File: src/rtl/longest_increasing_run_tracker_unit_assert.svh
// assertion macros for the tracker top level
`ifndef LONGEST_INCREASING_RUN_TRACKER_UNIT_ASSERT_SVH
`define LONGEST_INCREASING_RUN_TRACKER_UNIT_ASSERT_SVH

// same-cycle implication, sampled on clk, off while rst_n is low
`define LIRT_ASSERT_IMPL(label, ante, cons) \
    label: assert property (@(posedge clk) disable iff (!rst_n) (ante) |-> (cons)) \
        else $error("tracker check failed");

// next-cycle implication, sampled on clk, off while rst_n is low
`define LIRT_ASSERT_NEXT(label, ante, cons) \
    label: assert property (@(posedge clk) disable iff (!rst_n) (ante) |=> (cons)) \
        else $error("tracker check failed");

`endif

File: src/rtl/lirt_pkg.sv
package lirt_pkg;

    localparam int DEPTH_DEF      = 1024;
    localparam int VALUE_BITS_DEF = 32;
    localparam int IN_BITS        = 32;
    localparam int RUN_BITS       = 11;
    localparam int OUT_DATA_BITS  = 16;

    typedef enum logic [2:0] {
        ST_IDLE,
        ST_CHECK,
        ST_SRCH_RD,
        ST_SRCH_CMP,
        ST_DONE
    } state_t;

    // controller to datapath
    typedef struct packed {
        logic start;
        logic rd_top;
        logic rd_mid;
        logic init_search;
        logic cmp_step;
        logic append;
        logic set_ovf;
        logic write_lo;
        logic emit;
    } cmd_t;

    // datapath to controller
    typedef struct packed {
        logic count_zero;
        logic full;
        logic rd_less;
        logic range_done;
        logic out_free;
    } sts_t;

endpackage

File: src/rtl/lirt_ctrl.sv
module lirt_ctrl (
    input  logic            clk,
    input  logic            rst_n,
    input  logic            in_valid,
    output logic            in_ready,
    input  lirt_pkg::sts_t  sts,
    output lirt_pkg::cmd_t  cmd
);

    lirt_pkg::state_t state_reg;
    lirt_pkg::state_t state_next;

    always_ff @(posedge clk or negedge rst_n)
    begin
        if (!rst_n)
        begin
            state_reg <= lirt_pkg::ST_IDLE;
        end
        else
        begin
            state_reg <= state_next;
        end
    end

    always_comb
    begin
        state_next = state_reg;
        cmd        = '0;
        in_ready   = 1'b0;
        unique case (state_reg)
            lirt_pkg::ST_IDLE:
            begin
                in_ready = 1'b1;
                if (in_valid)
                begin
                    cmd.start  = 1'b1;
                    cmd.rd_top = !sts.count_zero;
                    state_next = lirt_pkg::ST_CHECK;
                end
            end
            lirt_pkg::ST_CHECK:
            begin
                if (sts.count_zero || sts.rd_less)
                begin
                    // greater than every tail: grow the store, or flag overflow when full
                    cmd.append  = !sts.full;
                    cmd.set_ovf = sts.full;
                    state_next  = lirt_pkg::ST_DONE;
                end
                else
                begin
                    cmd.init_search = 1'b1;
                    state_next      = lirt_pkg::ST_SRCH_RD;
                end
            end
            lirt_pkg::ST_SRCH_RD:
            begin
                if (sts.range_done)
                begin
                    cmd.write_lo = 1'b1;
                    state_next   = lirt_pkg::ST_DONE;
                end
                else
                begin
                    cmd.rd_mid = 1'b1;
                    state_next = lirt_pkg::ST_SRCH_CMP;
                end
            end
            lirt_pkg::ST_SRCH_CMP:
            begin
                cmd.cmp_step = 1'b1;
                state_next   = lirt_pkg::ST_SRCH_RD;
            end
            lirt_pkg::ST_DONE:
            begin
                if (sts.out_free)
                begin
                    cmd.emit   = 1'b1;
                    state_next = lirt_pkg::ST_IDLE;
                end
            end
            default:
            begin
                state_next = lirt_pkg::ST_IDLE;
            end
        endcase
    end

endmodule

File: config.mk
export PLATFORM = sky130hd
export DESIGN_NAME = lirt_ctrl
export DESIGN_NICKNAME = d
export VERILOG_FILES = /design/src/rtl/longest_increasing_run_tracker_unit_assert.svh /design/src/rtl/lirt_pkg.sv /design/src/rtl/lirt_ctrl.sv
export SDC_FILE = /design/constraint.sdc
export NUM_CORES = 1
export LEC_CHECK = 0
export ABC_AREA = 1
export BUFFER_PORTS_ARGS = -buffer_cell sky130_fd_sc_hd__buf_4
export CAP_MARGIN = 20
export CORE_AREA = 2 2 39 41
export DETAILED_ROUTE_END_ITERATION = 8
export DIE_AREA = 0 0 41 43
export HOLD_SLACK_MARGIN = 0.06
export PLACE_DENSITY = 0.49
export SETUP_SLACK_MARGIN = 0.02
export SLEW_MARGIN = 30
export SYNTH_ARGS = -nofsm -noshare
export SYNTH_HDL_FRONTEND = slang
export SYNTH_SLANG_ARGS = --single-unit
export TNS_END_PERCENT = 20
File: constraint.sdc
create_clock -name clk -period 2.15 [get_ports clk]
set_input_delay 0.215 -clock clk [delete_from_list [all_inputs] [get_ports clk]]
set_output_delay 0.215 -clock clk [all_outputs]
set_load 0.1 [all_outputs]
# Word level (Yosys, flattened, before mapping)
# Index checks and enable logic that the tools add are counted.
[word_totals]
regBits = 3
latch_bits = 0
ram_bits = 0
mem_bits_ro = 0
input_bits = 8
wordCells = 31
n_memories = 0
[classes]
n_addsub = 0
mul = 0
div = 0
n_lt_le_gt_ge = 0
eq_ne = 6
shifts = 0
muxes = 19
bitwise = 0
reduce_logical = 5
[ops]
columns = ["operator", "count"]
rows = [
  ["$pmux W3 S5", 1],
  ["$mux W3", 4],
  ["$mux W1", 10],
  ["$mux W2", 4],
  ["$eq A3 B2 Y1 const B", 2],
  ["$ne A2 B2 Y1 const B", 2],
  ["$eq A3 B1 Y1 const B", 1],
  ["$eq A3 B3 Y1 const B", 1],
  ["$logic_not A3 Y1", 1],
  ["$logic_not A1 Y1", 2],
  ["$reduce_and A2 Y1", 1],
  ["$logic_or A1 B1 Y1", 1],
]

# Logic depth before layout (Yosys ltp)
[logic_depth]
word_depth = 3
depth_mapped = 4
ltp_nobuf = 4

# Least setup slack after synthesis
# No wires, ideal clock.
[synth_timing]
path_type = "reg-to-output"
from = "reg state_reg[0]"
to = "out cmd[0] (netlist bit)"
t_arrival_ns = 3.350
required_time_ns = 1.935
slack_ns = -1.415
stages_incl_launch_ff = 2
path_cell_list = "dfrtp_1 nor4_1"
[synth_rtl]
columns = ["element", "line_no", "text"]
rows = [
  ["start, declared", "lirt_ctrl.sv:10", "lirt_pkg::state_t state_reg;"],
  ["start signal, assigned", "lirt_ctrl.sv:17", "state_reg <= lirt_pkg::ST_IDLE;"],
  ["start signal, assigned", "lirt_ctrl.sv:21", "state_reg <= state_next;"],
  ["end, declared", "lirt_ctrl.sv:7", "output lirt_pkg::cmd_t cmd"],
]

==> summary.txt <==
Clock network
  • Clock Path Buffers: 2
  • CTS Buf Count: 3
  • Reg clk slew, reported paths: about 0.040 ns
  • Htree depth: 1
  • Clock sink total: 3
  • Clock root buffer master: clkbuf_4
  • Clock Latency Late Sink: between 0.2 and 0.25 ns
  • Hold-fix buffers, CTS: 1
  • Post-CTS sizing: 0
  • Post-CTS Setup Bufs: 0
  • CTS tree: yes

Timing
  • Period utilisation layout: roughly three quarters
  • Final min period: roughly 1.6 ns
  • Hold Vio Cnt, Final: 0
  • Fmax: about 620 MHz
  • Slew HR: approximately four fifths
  • Max Transition Viols Final: 0
  • RSZ-0062 raised after global routing: false
  • Final setup viols: 0
  • Worst Tran Pin Value: between 0.2 and 0.3 ns
  • Setup tns final: 0 ns
  • Worst Skew: ~0.0033 ns

Synth
  • Avg Cell Area, Syn: ~6.5 sq um
  • Synthesized flop and latch total: 3
  • Cell area after synthesis: ~230 sq um
  • Synth Warn #: 0
  • Synth top area share: between 30% and 40%
  • Syn nets: between 40 and 50
  • Top post-synthesis cells by area: dfrtp_1 32%, nor2_1 11%, nand3_1 11%, inv_1 9.7%, nand2_1 6.5%
  • Syn Inst Count: 36
  • Post-synth cell types: 14
  • Largest area contributor in the netlist: dfrtp_1
  • Seq/Total Area, Yosys: between 30 and 40%

Route
  • Routed WL: between 600 and 700 um
  • Post-route DRC: 0
  • Initial DRC count: 5
  • Vias per cell: between 4 and 5
  • DRT Pass-1 Iters: 4
  • WL/cell: ~9 um
  • Final ANT Viol Nets: 0
  • Via count: 297

Placed design
  • IO Port Bufs: 17
  • RD Place Congestion: a little under 0.7
  • DP HPWL: just over 500 um
  • Placed cell area: ~400 sq um

Worst setup path
  • CP Max Fanout: 5
  • Capturing element type of the critical path: output port
  • Nature of the critical path startpoint: register
  • Worst EP arrival: ~1.4 ns
  • Register-to-Register Setup Slack: between 1 and 1.5 ns
  • Critical path type: register to output port
  • WP data required: ~1.9 ns
  • Slowest stage delay, CP: 0.43 ns
  • CP Cell Sequence: inv_2, nor2_2, nand3_1, nor2_1, buf_4
  • Slowest CP cell: dfrtp_1
  • Reg2Reg Depth: 4

Layout
  • Layout area overhead: 86.6%
  • Final nets: 67
  • Layout fillers: between 150 and 200
  • Fraction of layout cells with a size suffix above 1: between 40% and 50%
  • Final Cell Area: around 430 sq um
  • Most common cell after layout, fill and taps aside: buf_4
  • Most frequent cells in the layout: 17 x buf_4, 7 x nor2_1, 6 x inv_1, 5 x nand3_1, 4 x nand2_1
  • # diodes: 0
  • Max reg flops: 3

Global routing
  • Tot GR Track Use: under 10%
  • First-pass GRT wire length: about 1.1 mm
  • Initial antenna violation count: 0
  • Largest net degree at the start of global routing: 7
  • Remaining Overflow, GRT: 0
  • Vias in the first global route: roughly 270

Floorplanning
  • Die height: 43 um
  • Die Area: roughly 1800 sq um
  • Die width: around 41 um
  • Rows: 14
  • Initial core utilization: approximately 17%
  • Top Ports: 18
  • Placeable Area: approximately 1400 sq um

Status
  • Status: completed

Worst hold path
  • Hold WC Path Type: input pin to register
  • Hold depth: 3

Job
  • Max cap viols: 0
critical path: cells and delay by family, from the launching register on:
kind,cells,cell delay (ns)
buffers and inverters,2,0.39
AND/OR/NAND/NOR,3,0.35
flip-flops,1,0.43
cell families after synthesis:
family,count (synthesis),synth area share (%)
AOI/OAI and AO/OA,3,9.14
and+or+nand+nor,22,45.7
buffers and inverters,8,12.9
DFF,3,32.3
cells in the mapped netlist:
cell and instances:
o211ai_1 1, or2_1 1, nor3_1 1, o21ai_0 1, o21ai_2 1, inv_1 6, nand2_1 4, nand3_1 5
inv_2 2, nor2_2 1, nor3_2 1, dfrtp_1 3, nor4_1 2, nor2_1 7
path summary, 6_finish.rpt:
check                             startpoint            to
min in group asynchronous              rst_n  state_reg[2]
max in group asynchronous              rst_n  state_reg[0]
worst min-delay path                  sts[1]  state_reg[2]
worst max register to register  state_reg[0]  state_reg[0]
worst max-delay path            state_reg[0]        cmd[3]
worst min register to register  state_reg[1]  state_reg[1]
cell type report:
class / instances / area [sq um] / area share (%)
timing repair buffer: 18 / 138 / 31.7
clock buffer: 4 / 26.3 / 6.05
multi-input combinational: 25 / 145 / 33.4
tap: 16 / 20.0 / 4.61
sequential: 3 / 75.1 / 17.3
inverter: 8 / 30.0 / 6.92
layer usage:
metal | vias up | global-route usage [%] | share of wire (%)
li1 | 160 | - | -
met3 | 0 | 4.71 | 9.2
met1 | 125 | 12.2 | 45
met5 | - | 0 | 0
met4 | 0 | 8.00 | 0
met2 | 12 | 12.2 | 45
metrics by stage:
stage / cells / util, % / worst slack (ns) / hold slack (ns)
3_5_place_dp: 69 / 28.8 / 0.784 / 0.00755
3_3_place_gp: 69 / 28.8 / 0.798 / 0.00677
2_1_floorplan: 36 / - / -0.266 / -0.0806
5_1_grt: 74 / 31.4 / 0.415 / 0.317
6_report: 74 / 31.4 / 0.535 / 0.290
4_1_cts: 74 / 31.4 / 0.523 / 0.289
Power is not shown: default switching activity piles up to over one toggle a cycle in this logic, so the estimate is an artifact.
